===== src/hw/rtl/dcirsp_pkg.sv =====
// Shared types, codes and constants for the scheduling-record stream parser.
// Used by the parser, the result register and the top level; depends on nothing.
package dcirsp_pkg;

  localparam int NUM_CELLS        = 4;
  localparam int MAX_CONFIG_CELLS = 4;

  localparam int CELL_IW = (NUM_CELLS > 1) ? $clog2(NUM_CELLS) : 1;

  localparam logic [7:0] NUM_CELLS_B = 8'(NUM_CELLS);
  localparam logic [7:0] MAX_CELLS_B = 8'(MAX_CONFIG_CELLS);

  localparam logic [7:0] PRE_BYTE_RECORD = 8'hAA;
  localparam logic [7:0] PRE_BYTE_CONFIG = 8'hBB;
  localparam logic [7:0] PRE_BYTE_EXIT   = 8'hFF;

  localparam int DIR_DL_BIT = 0;
  localparam int DIR_UL_BIT = 1;

  localparam int PRE_LEN      = 4;
  localparam int HDR_CELL_IDX = 11;
  localparam int HDR_TS_LAST  = 8;
  localparam int HDR_TICK_LO  = 9;
  localparam int HDR_TICK_HI  = 10;
  localparam int DIR_LAST_IDX = 4;

  localparam logic [31:0] COUNT_MAX = 32'hFFFF_FFFF;

  localparam int DATA_W = 248;
  localparam int USER_W = 3;

  typedef enum logic [2:0] {
    PH_HUNT    = 3'd0,
    PH_DISCARD = 3'd1,
    PH_HDR     = 3'd2,
    PH_MASK    = 3'd3,
    PH_DL      = 3'd4,
    PH_UL      = 3'd5,
    PH_COUNT   = 3'd6,
    PH_ENTRY   = 3'd7
  } phase_t;

  typedef enum logic [1:0] {
    PRE_NONE   = 2'd0,
    PRE_RECORD = 2'd1,
    PRE_CONFIG = 2'd2,
    PRE_EXIT   = 2'd3
  } preamble_t;

  typedef enum logic [2:0] {
    KIND_RECORD = 3'd0,
    KIND_HEADER = 3'd1,
    KIND_ENTRY  = 3'd2,
    KIND_EXIT   = 3'd3,
    KIND_ERROR  = 3'd4
  } kind_t;

  typedef struct packed {
    logic [15:0] resource_blocks;
    logic [31:0] up_retx_total;
    logic [31:0] down_retx_total;
    logic [31:0] up_size;
    logic [7:0]  up_retx;
    logic [31:0] down_size;
    logic [7:0]  down_retx;
    logic [7:0]  cell_res;
    logic [15:0] tick;
    logic [63:0] rec_time;
    kind_t       kind;
  } result_t;

  function automatic logic [7:0] preamble_byte(preamble_t kind);
    logic [7:0] value;
    case (kind)
      PRE_RECORD: value = PRE_BYTE_RECORD;
      PRE_CONFIG: value = PRE_BYTE_CONFIG;
      PRE_EXIT:   value = PRE_BYTE_EXIT;
      default:    value = 8'h00;
    endcase
    return value;
  endfunction

endpackage


===== src/hw/rtl/dcirsp_parser.sv =====
// Parse state machine, field accumulators and per-cell retransmit counters.
// Steps once per word handed over by the top level; uses dcirsp_pkg.
module dcirsp_parser (
  input  logic                clk,
  input  logic                rst,
  input  logic                step,
  input  logic [7:0]          data_byte,
  input  logic                buffer_end,
  output logic                res_valid,
  output dcirsp_pkg::result_t res
);

  dcirsp_pkg::phase_t    phase, phase_next;
  dcirsp_pkg::preamble_t pre_kind, pre_kind_next;
  logic [3:0]  byte_counter, byte_counter_next;
  logic        ver_zero, ver_zero_next;
  logic [1:0]  dir_mask, dir_mask_next;
  logic [63:0] time_acc, time_acc_next;
  logic [15:0] tick_acc, tick_acc_next;
  logic [7:0]  cell_acc, cell_acc_next;
  logic [15:0] retx_acc, retx_acc_next;
  logic [63:0] size_acc, size_acc_next;
  logic [7:0]  entries_left, entries_left_next;
  logic        stopped, stopped_next;
  logic [31:0] down_counts [dcirsp_pkg::NUM_CELLS];
  logic [31:0] up_counts [dcirsp_pkg::NUM_CELLS];

  dcirsp_pkg::kind_t res_kind;
  logic        do_fail;
  logic        finish;
  logic [63:0] ts_shift;
  logic [31:0] part;
  logic [7:0]  entries_dec;

  logic                          cell_ok;
  logic [dcirsp_pkg::CELL_IW-1:0] cell_sel;
  logic [31:0] down_cur, up_cur, down_upd, up_upd;

  always_comb begin
    phase_next        = phase;
    pre_kind_next     = pre_kind;
    byte_counter_next = byte_counter;
    ver_zero_next     = ver_zero;
    dir_mask_next     = dir_mask;
    time_acc_next     = time_acc;
    tick_acc_next     = tick_acc;
    cell_acc_next     = cell_acc;
    retx_acc_next     = retx_acc;
    size_acc_next     = size_acc;
    entries_left_next = entries_left;
    stopped_next      = stopped;
    res_valid         = 1'b0;
    res_kind          = dcirsp_pkg::KIND_ERROR;
    do_fail           = 1'b0;
    finish            = 1'b0;
    ts_shift          = {time_acc[55:0], data_byte};
    part              = 32'h0;
    entries_dec       = entries_left - 8'd1;

    if (!stopped) begin
      case (phase)
        dcirsp_pkg::PH_HUNT: begin
          if (byte_counter == 4'd0) begin
            if (data_byte == dcirsp_pkg::PRE_BYTE_RECORD) begin
              pre_kind_next = dcirsp_pkg::PRE_RECORD;
            end else if (data_byte == dcirsp_pkg::PRE_BYTE_CONFIG) begin
              pre_kind_next = dcirsp_pkg::PRE_CONFIG;
            end else if (data_byte == dcirsp_pkg::PRE_BYTE_EXIT) begin
              pre_kind_next = dcirsp_pkg::PRE_EXIT;
            end else begin
              do_fail = 1'b1;
            end
          end else if (pre_kind == dcirsp_pkg::PRE_NONE ||
                       data_byte != dcirsp_pkg::preamble_byte(pre_kind)) begin
            do_fail = 1'b1;
          end
          if (!do_fail) begin
            if (byte_counter == 4'(dcirsp_pkg::PRE_LEN - 1)) begin
              byte_counter_next = 4'd0;
              if (pre_kind_next == dcirsp_pkg::PRE_EXIT) begin
                stopped_next = 1'b1;
                phase_next   = dcirsp_pkg::PH_HUNT;
                res_valid    = 1'b1;
                res_kind     = dcirsp_pkg::KIND_EXIT;
              end else if (buffer_end) begin
                do_fail = 1'b1;
              end else if (pre_kind_next == dcirsp_pkg::PRE_RECORD) begin
                phase_next    = dcirsp_pkg::PH_HDR;
                time_acc_next = 64'h0;
                tick_acc_next = 16'h0;
                cell_acc_next = 8'h0;
                retx_acc_next = 16'h0;
                size_acc_next = 64'h0;
                ver_zero_next = 1'b1;
                dir_mask_next = 2'b00;
              end else begin
                phase_next = dcirsp_pkg::PH_COUNT;
              end
            end else begin
              byte_counter_next = byte_counter + 4'd1;
              if (buffer_end) begin
                do_fail = 1'b1;
              end
            end
          end
        end
        dcirsp_pkg::PH_DISCARD: begin
          if (buffer_end) begin
            phase_next        = dcirsp_pkg::PH_HUNT;
            byte_counter_next = 4'd0;
          end
        end
        dcirsp_pkg::PH_HDR: begin
          if (byte_counter < 4'(dcirsp_pkg::HDR_CELL_IDX)) begin
            if (byte_counter == 4'd0) begin
              ver_zero_next = (data_byte == 8'h00);
            end else if (byte_counter < 4'(dcirsp_pkg::HDR_TICK_LO)) begin
              if (byte_counter == 4'(dcirsp_pkg::HDR_TS_LAST)) begin
                time_acc_next = {ts_shift[31:0], ts_shift[63:32]};
              end else begin
                time_acc_next = ts_shift;
              end
            end else if (byte_counter == 4'(dcirsp_pkg::HDR_TICK_LO)) begin
              tick_acc_next = {8'h00, data_byte};
            end else if (byte_counter == 4'(dcirsp_pkg::HDR_TICK_HI)) begin
              tick_acc_next = {data_byte, tick_acc[7:0]};
            end
            if (buffer_end) begin
              do_fail = 1'b1;
            end else begin
              byte_counter_next = byte_counter + 4'd1;
            end
          end else begin
            cell_acc_next = data_byte;
            if (data_byte >= dcirsp_pkg::NUM_CELLS_B) begin
              do_fail = 1'b1;
            end else if (!ver_zero) begin
              finish = 1'b1;
            end else if (buffer_end) begin
              do_fail = 1'b1;
            end else begin
              phase_next        = dcirsp_pkg::PH_MASK;
              byte_counter_next = 4'd0;
            end
          end
        end
        dcirsp_pkg::PH_MASK: begin
          dir_mask_next     = data_byte[1:0];
          byte_counter_next = 4'd0;
          if (data_byte[dcirsp_pkg::DIR_DL_BIT]) begin
            phase_next = dcirsp_pkg::PH_DL;
          end else if (data_byte[dcirsp_pkg::DIR_UL_BIT]) begin
            phase_next = dcirsp_pkg::PH_UL;
          end else begin
            finish = 1'b1;
          end
          if (!finish && buffer_end) begin
            do_fail = 1'b1;
          end
        end
        dcirsp_pkg::PH_DL, dcirsp_pkg::PH_UL: begin
          if (phase == dcirsp_pkg::PH_UL) begin
            part = size_acc[63:32];
          end else begin
            part = size_acc[31:0];
          end
          if (byte_counter == 4'd0) begin
            if (phase == dcirsp_pkg::PH_UL) begin
              retx_acc_next = {data_byte, retx_acc[7:0]};
            end else begin
              retx_acc_next = {retx_acc[15:8], data_byte};
            end
          end else if (phase == dcirsp_pkg::PH_UL) begin
            size_acc_next = {part[23:0], data_byte, size_acc[31:0]};
          end else begin
            size_acc_next = {size_acc[63:32], part[23:0], data_byte};
          end
          if (byte_counter == 4'(dcirsp_pkg::DIR_LAST_IDX)) begin
            byte_counter_next = 4'd0;
            if (phase == dcirsp_pkg::PH_DL && dir_mask[dcirsp_pkg::DIR_UL_BIT]) begin
              phase_next = dcirsp_pkg::PH_UL;
            end else begin
              finish = 1'b1;
            end
          end else begin
            byte_counter_next = byte_counter + 4'd1;
          end
          if (!finish && buffer_end) begin
            do_fail = 1'b1;
          end
        end
        dcirsp_pkg::PH_COUNT: begin
          if (data_byte > dcirsp_pkg::MAX_CELLS_B) begin
            do_fail = 1'b1;
          end else begin
            cell_acc_next     = data_byte;
            entries_left_next = data_byte;
            byte_counter_next = 4'd0;
            if (data_byte != 8'h00) begin
              if (buffer_end) begin
                do_fail = 1'b1;
              end else begin
                phase_next = dcirsp_pkg::PH_ENTRY;
              end
            end else begin
              phase_next = dcirsp_pkg::PH_HUNT;
            end
            if (!do_fail) begin
              res_valid = 1'b1;
              res_kind  = dcirsp_pkg::KIND_HEADER;
            end
          end
        end
        dcirsp_pkg::PH_ENTRY: begin
          if (byte_counter == 4'd0) begin
            tick_acc_next = {8'h00, data_byte};
            if (buffer_end) begin
              do_fail = 1'b1;
            end else begin
              byte_counter_next = 4'd1;
            end
          end else begin
            entries_left_next = entries_dec;
            byte_counter_next = 4'd0;
            if (entries_dec == 8'h00) begin
              phase_next = dcirsp_pkg::PH_HUNT;
            end else if (buffer_end) begin
              do_fail = 1'b1;
            end
            if (!do_fail) begin
              res_valid = 1'b1;
              res_kind  = dcirsp_pkg::KIND_ENTRY;
            end
          end
        end
        default: begin
          phase_next        = dcirsp_pkg::PH_HUNT;
          byte_counter_next = 4'd0;
        end
      endcase

      if (do_fail) begin
        phase_next        = buffer_end ? dcirsp_pkg::PH_HUNT : dcirsp_pkg::PH_DISCARD;
        byte_counter_next = 4'd0;
        res_valid         = 1'b1;
        res_kind          = dcirsp_pkg::KIND_ERROR;
      end else if (finish) begin
        phase_next        = dcirsp_pkg::PH_HUNT;
        byte_counter_next = 4'd0;
        res_valid         = 1'b1;
        res_kind          = dcirsp_pkg::KIND_RECORD;
      end
    end
  end

  assign cell_ok  = (cell_acc_next < dcirsp_pkg::NUM_CELLS_B);
  assign cell_sel = cell_acc_next[dcirsp_pkg::CELL_IW-1:0];

  always_comb begin
    down_cur = cell_ok ? down_counts[cell_sel] : 32'h0;
    up_cur   = cell_ok ? up_counts[cell_sel] : 32'h0;
    down_upd = down_cur;
    up_upd   = up_cur;
    if (retx_acc_next[7:0] != 8'h00 && down_cur != dcirsp_pkg::COUNT_MAX) begin
      down_upd = down_cur + 32'd1;
    end
    if (retx_acc_next[15:8] != 8'h00 && up_cur != dcirsp_pkg::COUNT_MAX) begin
      up_upd = up_cur + 32'd1;
    end

    res      = '0;
    res.kind = res_kind;
    case (res_kind)
      dcirsp_pkg::KIND_RECORD: begin
        res.rec_time        = time_acc_next;
        res.tick            = tick_acc_next;
        res.cell_res        = cell_acc_next;
        res.down_retx       = retx_acc_next[7:0];
        res.down_size       = size_acc_next[31:0];
        res.up_retx         = retx_acc_next[15:8];
        res.up_size         = size_acc_next[63:32];
        res.down_retx_total = down_upd;
        res.up_retx_total   = up_upd;
      end
      dcirsp_pkg::KIND_HEADER: begin
        res.cell_res = data_byte;
      end
      dcirsp_pkg::KIND_ENTRY: begin
        res.cell_res        = cell_acc - entries_left;
        res.resource_blocks = {data_byte, tick_acc[7:0]};
      end
      default: begin
        res.cell_res = 8'h00;
      end
    endcase
  end

  always_ff @(posedge clk) begin
    if (rst) begin
      phase        <= dcirsp_pkg::PH_HUNT;
      pre_kind     <= dcirsp_pkg::PRE_NONE;
      byte_counter <= 4'd0;
      ver_zero     <= 1'b1;
      dir_mask     <= 2'b00;
      time_acc     <= 64'h0;
      tick_acc     <= 16'h0;
      cell_acc     <= 8'h0;
      retx_acc     <= 16'h0;
      size_acc     <= 64'h0;
      entries_left <= 8'h0;
      stopped      <= 1'b0;
      for (int i = 0; i < dcirsp_pkg::NUM_CELLS; i++) begin
        down_counts[i] <= 32'h0;
        up_counts[i]   <= 32'h0;
      end
    end else if (step) begin
      phase        <= phase_next;
      pre_kind     <= pre_kind_next;
      byte_counter <= byte_counter_next;
      ver_zero     <= ver_zero_next;
      dir_mask     <= dir_mask_next;
      time_acc     <= time_acc_next;
      tick_acc     <= tick_acc_next;
      cell_acc     <= cell_acc_next;
      retx_acc     <= retx_acc_next;
      size_acc     <= size_acc_next;
      entries_left <= entries_left_next;
      stopped      <= stopped_next;
      if (finish && !do_fail && cell_ok) begin
        down_counts[cell_sel] <= down_upd;
        up_counts[cell_sel]   <= up_upd;
      end
    end
  end

endmodule


===== src/hw/rtl/dcirsp_out_reg.sv =====
// Result register on the master side; packs result fields onto tdata and tuser.
// Uses the result type of dcirsp_pkg.
module dcirsp_out_reg (
  input  logic                             clk,
  input  logic                             rst,
  input  logic                             load,
  input  dcirsp_pkg::result_t              load_res,
  output logic                             can_load,
  output logic                             m_axis_tvalid,
  input  logic                             m_axis_tready,
  // rec_time, tick, cell_res, down_retx, down_size, up_retx, up_size,
  // down_retx_total, up_retx_total, resource_blocks
  output logic [dcirsp_pkg::DATA_W-1:0]    m_axis_tdata,
  // kind
  output logic [dcirsp_pkg::USER_W-1:0]    m_axis_tuser
);

  dcirsp_pkg::result_t held;
  logic                valid;

  assign can_load = !valid || m_axis_tready;

  always_ff @(posedge clk) begin
    if (rst) begin
      valid <= 1'b0;
    end else if (can_load) begin
      valid <= load;
    end
  end

  always_ff @(posedge clk) begin
    if (can_load && load) begin
      held <= load_res;
    end
  end

  assign m_axis_tvalid = valid;
  assign m_axis_tuser  = held.kind;
  assign m_axis_tdata  = {held.resource_blocks, held.up_retx_total, held.down_retx_total,
                          held.up_size, held.up_retx, held.down_size, held.down_retx,
                          held.cell_res, held.tick, held.rec_time};

endmodule


===== src/hw/rtl/dci_record_stream_parser_core.sv =====
// Top level of the scheduling-record stream parser: input word register,
// parser and result register. Uses dcirsp_pkg, dcirsp_parser, dcirsp_out_reg.

// The block takes one byte per word on the slave side, with tlast on the last
// byte of each received buffer, and gives at most one result per byte on the
// master side, its kind in tuser. It sustains one byte per clock cycle while
// the master side takes its results; a byte is held in the input register, and
// the combinational parse step writes its result into the result register.
// Backpressure on the master side holds the parse step, and while a result
// waits to be taken one more byte can still be accepted if the input register
// is empty.
module dci_record_stream_parser_core (
  input  logic                          clk,
  input  logic                          rst,
  input  logic                          s_axis_tvalid,
  output logic                          s_axis_tready,
  // data_byte
  input  logic [7:0]                    s_axis_tdata,
  input  logic                          s_axis_tlast,
  output logic                          m_axis_tvalid,
  input  logic                          m_axis_tready,
  // rec_time, tick, cell_res, down_retx, down_size, up_retx, up_size,
  // down_retx_total, up_retx_total, resource_blocks
  output logic [dcirsp_pkg::DATA_W-1:0] m_axis_tdata,
  // kind
  output logic [dcirsp_pkg::USER_W-1:0] m_axis_tuser
);

  logic                in_valid;
  logic [7:0]          in_byte;
  logic                in_last;
  logic                step;
  logic                can_load;
  logic                res_valid;
  dcirsp_pkg::result_t res;

  assign step          = in_valid && can_load;
  assign s_axis_tready = !in_valid || step;

  always_ff @(posedge clk) begin
    if (rst) begin
      in_valid <= 1'b0;
    end else if (s_axis_tready) begin
      in_valid <= s_axis_tvalid;
    end
  end

  always_ff @(posedge clk) begin
    if (s_axis_tready && s_axis_tvalid) begin
      in_byte <= s_axis_tdata;
      in_last <= s_axis_tlast;
    end
  end

  dcirsp_parser u_parser (
    .clk        (clk),
    .rst        (rst),
    .step       (step),
    .data_byte  (in_byte),
    .buffer_end (in_last),
    .res_valid  (res_valid),
    .res        (res)
  );

  dcirsp_out_reg u_out_reg (
    .clk           (clk),
    .rst           (rst),
    .load          (step && res_valid),
    .load_res      (res),
    .can_load      (can_load),
    .m_axis_tvalid (m_axis_tvalid),
    .m_axis_tready (m_axis_tready),
    .m_axis_tdata  (m_axis_tdata),
    .m_axis_tuser  (m_axis_tuser)
  );

endmodule


===== config.mk =====
export PLATFORM = sky130hd
export DESIGN_NAME = dci_record_stream_parser_core
export DESIGN_NICKNAME = d
export VERILOG_FILES = /design/src/hw/rtl/dcirsp_pkg.sv /design/src/hw/rtl/dcirsp_parser.sv /design/src/hw/rtl/dcirsp_out_reg.sv /design/src/hw/rtl/dci_record_stream_parser_core.sv
export SDC_FILE = /design/constraint.sdc
export NUM_CORES = 1
export LEC_CHECK = 0
export ABC_CLOCK_PERIOD_IN_PS = 7200
export BUFFER_PORTS_ARGS = -buffer_cell sky130_fd_sc_hd__buf_2
export CAP_MARGIN = 15
export CORE_MARGIN = 5
export CORE_UTILIZATION = 55
export CTS_CLUSTER_DIAMETER = 60
export DETAILED_ROUTE_END_ITERATION = 12
export PLACE_DENSITY = 0.84
export SLEW_MARGIN = 20
export SYNTH_ARGS = -nofsm -noshare
export SYNTH_HDL_FRONTEND = slang
export SYNTH_SLANG_ARGS = --single-unit

===== constraint.sdc =====
create_clock -name clk -period 7.2 [get_ports clk]
set_input_delay 0.36 -clock clk [delete_from_list [all_inputs] [get_ports clk]]
set_output_delay 0.36 -clock clk [all_outputs]
set_load 0.1 [all_outputs]

* Yosys cells after proc, flatten, opt, wreduce, memory -nomap -nowiden
Memories as Yosys holds them, arrays and structs flattened.
Index checks and enable logic that the tools add are counted.
** Word-level totals
- Bits in registers :: 451
- Output and inout port bits :: 253
- RAM bits :: 256
- Input port bits :: 13
- Bits in latches :: 0
- Memories :: 2
- ROM bits :: 0
** Memory list
- u_parser.down_counts :: words 4, width 32, rd ports 1, clocked after Yosys merged registers in 0, write ports 4, RTL line dcirsp_parser.sv:25 : logic [31:0] down_counts [dcirsp_pkg::NUM_CELLS];
- u_parser.up_counts :: words 4, width 32, rd ports 1, clocked after Yosys merged registers in 0, write ports 4, RTL line dcirsp_parser.sv:26 : logic [31:0] up_counts [dcirsp_pkg::NUM_CELLS];
** Operators by class
- Reductions and logical operators :: 40
- Muxes and demuxes :: 201
- Bitwise logic cells :: 1
- $mul :: 0
- Divide/modulo/power cells :: 0
- Magnitude comparators :: 5
- Add/sub/neg operators :: 5
- Equal/unequal tests :: 54
- Shift-type cells :: 0
** Operators by type and width (count)
- 64-bit two-way mux :: 18
- 16-bit two-way mux :: 20
- 64-bit case mux with 2 select lines :: 2
- 32-bit two-way mux :: 6
- 8-bit two-way mux :: 13
- 3-bit two-way mux :: 31
- 8-bit case mux with 3 select lines :: 3
- 1-bit two-way mux :: 69
- 32-bit by 1-bit adder with 32-bit output, second input constant :: 2
- 32-bit inequality test, second input constant :: 2
- 32-bit OR reduction :: 2
- 4-bit two-way mux :: 14
- 16-bit case mux with 3 select lines :: 1
- 16-bit case mux with 2 select lines :: 1
- 4-bit case mux with 7 select lines :: 1
- 2-bit two-way mux :: 13
- 8-bit equality test, second input constant :: 3
- 24-bit two-way mux :: 1
- 8-bit nonzero test :: 3
- 3-bit case mux with 7 select lines :: 1
- 4-bit by 1-bit inequality test with 1-bit output, second input constant :: 5
- 4-bit inequality test, second input constant :: 5
- 10-bit AND reduction :: 2
- 17-bit AND reduction :: 1
- other kinds (44) :: 87

* Logic depth before layout (Yosys ltp)
- Depth in word-level cells :: 24
- Mapped depth :: 24
- Gate-level depth less buffers :: 17

* Cells and area by module
A second synthesis with hierarchy kept.
** Unflattened totals
- Cells, all modules :: 3369
- Area total of the unflattened synthesis :: 33503.4 µm²
** Modules (own cells, without submodules)
- dcirsp_parser :: cells an instance 3097, area each 25570.8 µm², sequential area each 11451.0 µm², times used 1
- dcirsp_out_reg :: cells an instance 256, area each 7592.3 µm², sequential area each 7557.2 µm², times used 1
- dci_record_stream_parser_core :: cells an instance 16, area each 340.3 µm², sequential area each 290.3 µm², times used 1

* Least setup slack after synthesis
No wires, ideal clock.
- Path kind :: reg2reg
- Start point :: register u_parser.byte_counter[0]
- End point :: register u_out_reg.held, in the netlist u_out_reg.m_axis_tdata[0] (enable)
- Path slack :: -0.766 ns
- Data arrival time :: 7.365 ns
- Clock period less this slack :: 7.966 ns
- Setup time :: 0.601 ns
- Path buffers :: 1
- Cell stages (with the launch flop) :: 13
- Data required time :: 6.599 ns
- Path through :: dfxtp_1 > inv_1 > ha_1 > or3b_2 > clkbuf_1 > nor4_1 > o21ai_0 > a211oi_1 > nand2_1 > nand2_1 > and3_1 > o21ai_0 > inv_1
** On the way
- Cells in the longest elaborated chain, start to end :: 14
- Elaborated cells on any way between the ends :: 37
- Those cells by class :: 1 x order compare; 3 x eq/ne; 28 x mux; 5 x reduce/logical
** Ends and longest elaborated chain
- start, declared :: RTL line dcirsp_parser.sv:15 : logic [3:0] byte_counter, byte_counter_next;
- start signal, assigned :: RTL line dcirsp_parser.sv:319 : byte_counter <= byte_counter_next;
- 4-bit zero test :: RTL line dcirsp_parser.sv:63, dcirsp_parser.sv:215
- 2-bit two-way mux :: RTL line dcirsp_parser.sv:63 : if (byte_counter == 4'd0) begin
- 2-bit two-way mux :: RTL line dcirsp_parser.sv:61 : case (phase)
- 2-bit two-way mux :: RTL line dcirsp_parser.sv:60 : if (!stopped) begin
- 2-bit equality test :: RTL line dcirsp_parser.sv:80 : if (pre_kind_next == dcirsp_pkg::PRE_EXIT) begin
- 1-bit two-way mux :: RTL line dcirsp_parser.sv:80
- 1-bit two-way mux :: RTL line dcirsp_parser.sv:78 : if (byte_counter == 4'(dcirsp_pkg::PRE_LEN - 1)) begin
- 1-bit two-way mux :: RTL line dcirsp_parser.sv:77 : if (!do_fail) begin
- 1-bit case mux with 6 select lines or 1-bit case mux with 3 select lines (tied branches) :: RTL line dcirsp_parser.sv:61
- 1-bit two-way mux (on tied branches) :: RTL line dcirsp_parser.sv:60, dcirsp_parser.sv:247
- 1-bit two-way mux * :: RTL line dcirsp_parser.sv:242 : if (do_fail) begin
- 1-bit two-way mux * :: RTL line dcirsp_parser.sv:60
- 1-bit logical AND * :: RTL line dci_record_stream_parser_core.sv:68 : .load (step && res_valid),
- 1-bit logical AND * :: RTL line dcirsp_out_reg.sv:32 : if (can_load && load) begin
- end signal, assigned :: RTL line dcirsp_out_reg.sv:33 : held <= load_res;
- end, declared :: RTL line dcirsp_out_reg.sv:18 : dcirsp_pkg::result_t held;
Mark *: on every way between the ends. The rest lies on a longest branch, timed or not. The select of a mux whose other input is x is not followed.
A chain may end at the register's enable or synchronous reset.

==> impl_metrics.yaml <==
pwr:
  p_leak_nw: 13.94
  powerDensity_nw_per_um2: 271.0
  max-vdd-ir-drop_mv: 0.1946
worst_setup_path:
  crit_fanout: 22
  worstReg2RegEnd: "u_parser.up_counts[1][1]"
  path_delay_family: "simple AND/OR/NAND/NOR gates"
  rr_startpoint: "in_byte[6]"
  crit_top_cell: "and3_1"
  start_kind: "register"
  rrSetupSlack_ns: 1.13
  critical_path_buf_inv_count: 1
  rr_worst_depth: 14
  crit_type: "register to register"
  startpoint: "in_byte[6]"
  worstSetupEndpointType: "register"
  worst_path_largest_cell_delay_ns: 0.78
  crit_required_ns: 7.54
  crit_arrival_ns: 6.41
  critPathSlowestCell: "edfxtp_1"
  crit_path_cell_trace: "or2_1 -> a22o_1 -> or4_4 -> and3_1 -> nor3_4 -> buf_4 -> mux4_2 -> and2_1 -> ha_1 -> and3_1 -> and3_1 -> a31oi_4 -> mux2i_1 -> nor2_1"
layout:
  fin_cells: 4724
  seqCellArea_um2: 19300
  fin_nets: 3836
  multi_input_area_um2: 15110
  drive_gt1_frac: 0.1437
  syn_to_final_growth_pct: 12.49
  num-fill-cells: 5063
  final_area_um2: 40110
die:
  die_y_um: 264.6
  die_width_um: 264.6
  core_um2: 64350
  rows: 93
  ios: 266
  initial_core_util: 0.5540
  die_area_um2: 70010
grt:
  grt_pass1_vias: 29370
  grt_max_degree: 144
  antenna_found_initial: 2
  overflow: 0
  grt_pass1_wl_mm: 166.5
  grtUsageTotal: 0.2942
timing:
  maxSlewHeadroom: 0.2080
  setup-violations-final: 0
  fin_tns_setup_ns: 0
  post-route-period-util: 0.8428
  hold_violations: 0
  fin_ws_ns: 1.132
  fin_skew_ns: 0.02280
  finalMaxSlewViolations: 0
  worst_pin_slew_ns: 1.176
  period_needed_ns: 6.068
  rsz0062_at_grt: "no"
  max_freq_mhz: 164.8
clocking:
  clk_latency_ns: 0.63
  cts_resized: 0
  clk_pin_slew_worst_paths_ns: 0.07
  cts_tree: "built"
  cts_made_buffers: 75
  cts_buffer_depth: 3
  cts_root_buf: "clkbuf_16"
  clock-sinks: 706
  cts_max_level: 3
place:
  dpl.hpwl_mm: 68.08
  gp_congestion: 0.9703
  dpl_worst_slack_ns: 1.270
  io_buffers: 265
  dp_cells: 4574
  placed_area_um2: 37470
worst_hold_path:
  min_path_type: "primary input to register"
  holdPathEnd: "in_valid"
  whs_path_depth: 3
  min_from: "m_axis_tready"
route:
  drt_iter0_drc: 4666
  dr.pass1.iters: 7
  viasPerCell: 6.578
  drc_errors: 0
  vias: 31080
  wire_per_inst_um: 22.91
  wl_mm: 108.2
  ant_nets: 0
run_status:
  status: "completed"
logic_synthesis:
  ys_seq_area_frac: 0.5413
  avgSynthCellArea_um2: 9.670
  synth-async-reset-ratio: 0
  synth-seq-cells: 706
  syn_area_um2: 35650
  synth_nets: 3717
  yosysWarnings: 0
  ys.flop_type: "edfxtp_1"
  synth_cell_types: 102
  syn_inst: 3687
  synth-edff-count: 516
flow_run:
  cap_viol_max_count: 0
where the power goes:
group | internal (W) | switching (W)
Clock | 0.00233 | 0.00168
Combinational | 0.000448 | 0.00170
Sequential | 0.00457 | 0.000144
worst min-delay path, cell delays in order:
cell and delay [ns]:
buf_2 0.08, nand3b_1 0.13, a21oi_1 0.07
how the worst max path moves through the flow:
stage                                            to  slack [ns]  cells after the start
final                      u_parser.up_counts[1][1]        1.13                     14
after detailed placement   u_parser.up_counts[1][1]        1.27                     14
after global placement     u_parser.up_counts[2][1]        1.36                     14
after CTS                  u_parser.up_counts[1][1]        1.20                     14
after floorplan           u_out_reg.m_axis_tdata[0]        0.12                     12
after global routing      u_parser.up_counts[1][27]        0.87                     13
state kept, by name (all words and copies together) (netlist names), 4 cells and up:
signal,flops
u_parser.size_acc,64
u_parser.tick_acc,16
u_parser.retx_acc,16
u_parser.time_acc,64
u_parser.up_counts,128
u_parser.entries_left,8
u_parser.down_counts,128
u_parser.byte_counter,4
u_parser.cell_acc,8
u_out_reg.m_axis_tdata,248
in_byte,8
cells in the final DEF (no fill, tap or decap), types with 13 or more instances in the layout:
cell,netlist,routed
buf_4,7,53
xnor2_1,24,24
mux2i_1,42,42
buf_2,40,264
clkbuf_1,228,17
clkbuf_16,0,78
and3_1,70,70
ha_1,16,16
nand4_1,51,51
dfxtp_1,190,189
nor2b_1,13,13
nor3_1,61,59
a311oi_1,17,17
o211ai_1,14,14
nand3_1,93,93
nand2b_1,22,18
mux4_2,28,28
inv_1,27,26
a21oi_1,385,384
nor2_1,756,754
nand2_1,352,350
a211oi_1,108,108
a32oi_1,14,14
a31oi_1,37,37
nor4_1,24,22
and2_1,31,30
o21ai_0,77,76
edfxtp_1,516,516
or3_1,19,15
a22oi_1,161,161
a21o_1,20,20
xor2_1,23,23
metrics by stage:
step	hold WS (ns)	util	power, W
floorplan	0.4315	-	0.006435
global placement	0.4402	0.5823	0.006865
detailed placement	0.4490	0.5824	0.006893
CTS	0.05007	0.6232	0.01085
global route	0.1115	0.6233	0.01119
finish	0.07410	0.6233	0.01087
Yosys cell counts, types with 13 or more instances:
library cell	instances	area share
xnor2_1	24	0.0059
dfxtp_1	190	0.11
nand4_1	51	0.0089
a31oi_1	37	0.0065
mux4_2	28	0.018
or3_1	19	0.0033
nand3_1	93	0.013
and2_1	31	0.0054
clkbuf_1	228	0.024
nor2_1	756	0.080
nand2b_1	22	0.0039
a22oi_1	161	0.034
a21o_1	20	0.0042
nand2_1	352	0.037
nor4_1	24	0.0042
o211ai_1	14	0.0029
a311oi_1	17	0.0042
inv_1	27	0.0028
edfxtp_1	516	0.43
and3_1	70	0.012
a32oi_1	14	0.0034
a21oi_1	385	0.054
mux2i_1	42	0.012
nor2b_1	13	0.0023
o21ai_0	77	0.011
ha_1	16	0.0056
buf_2	40	0.0056
a211oi_1	108	0.023
nor3_1	61	0.0086
xor2_1	23	0.0057
area by class of cell:
class / count / share of cell area
timing repair buffer: 336 / 0.04963
clock buffer: 98 / 0.05129
tap: 855 / 0.02667
clock inverter: 41 / 0.01170
sequential: 706 / 0.4813
multi-input combinational: 2660 / 0.3767
antenna: 1 / 0.00006239
inverter: 27 / 0.002621
metal layers:
| metal | global-route usage | vias to the layer above | wire, um |
|---|---|---|---|
| met5 | 0 | - | 13 |
| met4 | 0.1347 | 2 | 5120 |
| met3 | 0.06302 | 348 | 12390 |
| met2 | 0.4585 | 2125 | 49600 |
| met1 | 0.3990 | 14770 | 41100 |
| li1 | - | 13830 | - |
cell families after synthesis:
family	Yosys count	synth area share
flip-flops	706	0.5413
XOR/XNOR	47	0.01155
multiplexers	82	0.03334
AO/OA/AOI/OAI	963	0.1762
AND/OR/NAND/NOR	1551	0.1936
adder cells (fa/ha/maj)	17	0.006177
buffers and inverters	321	0.03783
timing repair:
action                                 in CTS  in global routing
buffers inserted                            0                  0
hold buffers                               10                  0
endpoints found under the hold margin      10                  0
Power figures use the tool's default switching activity.
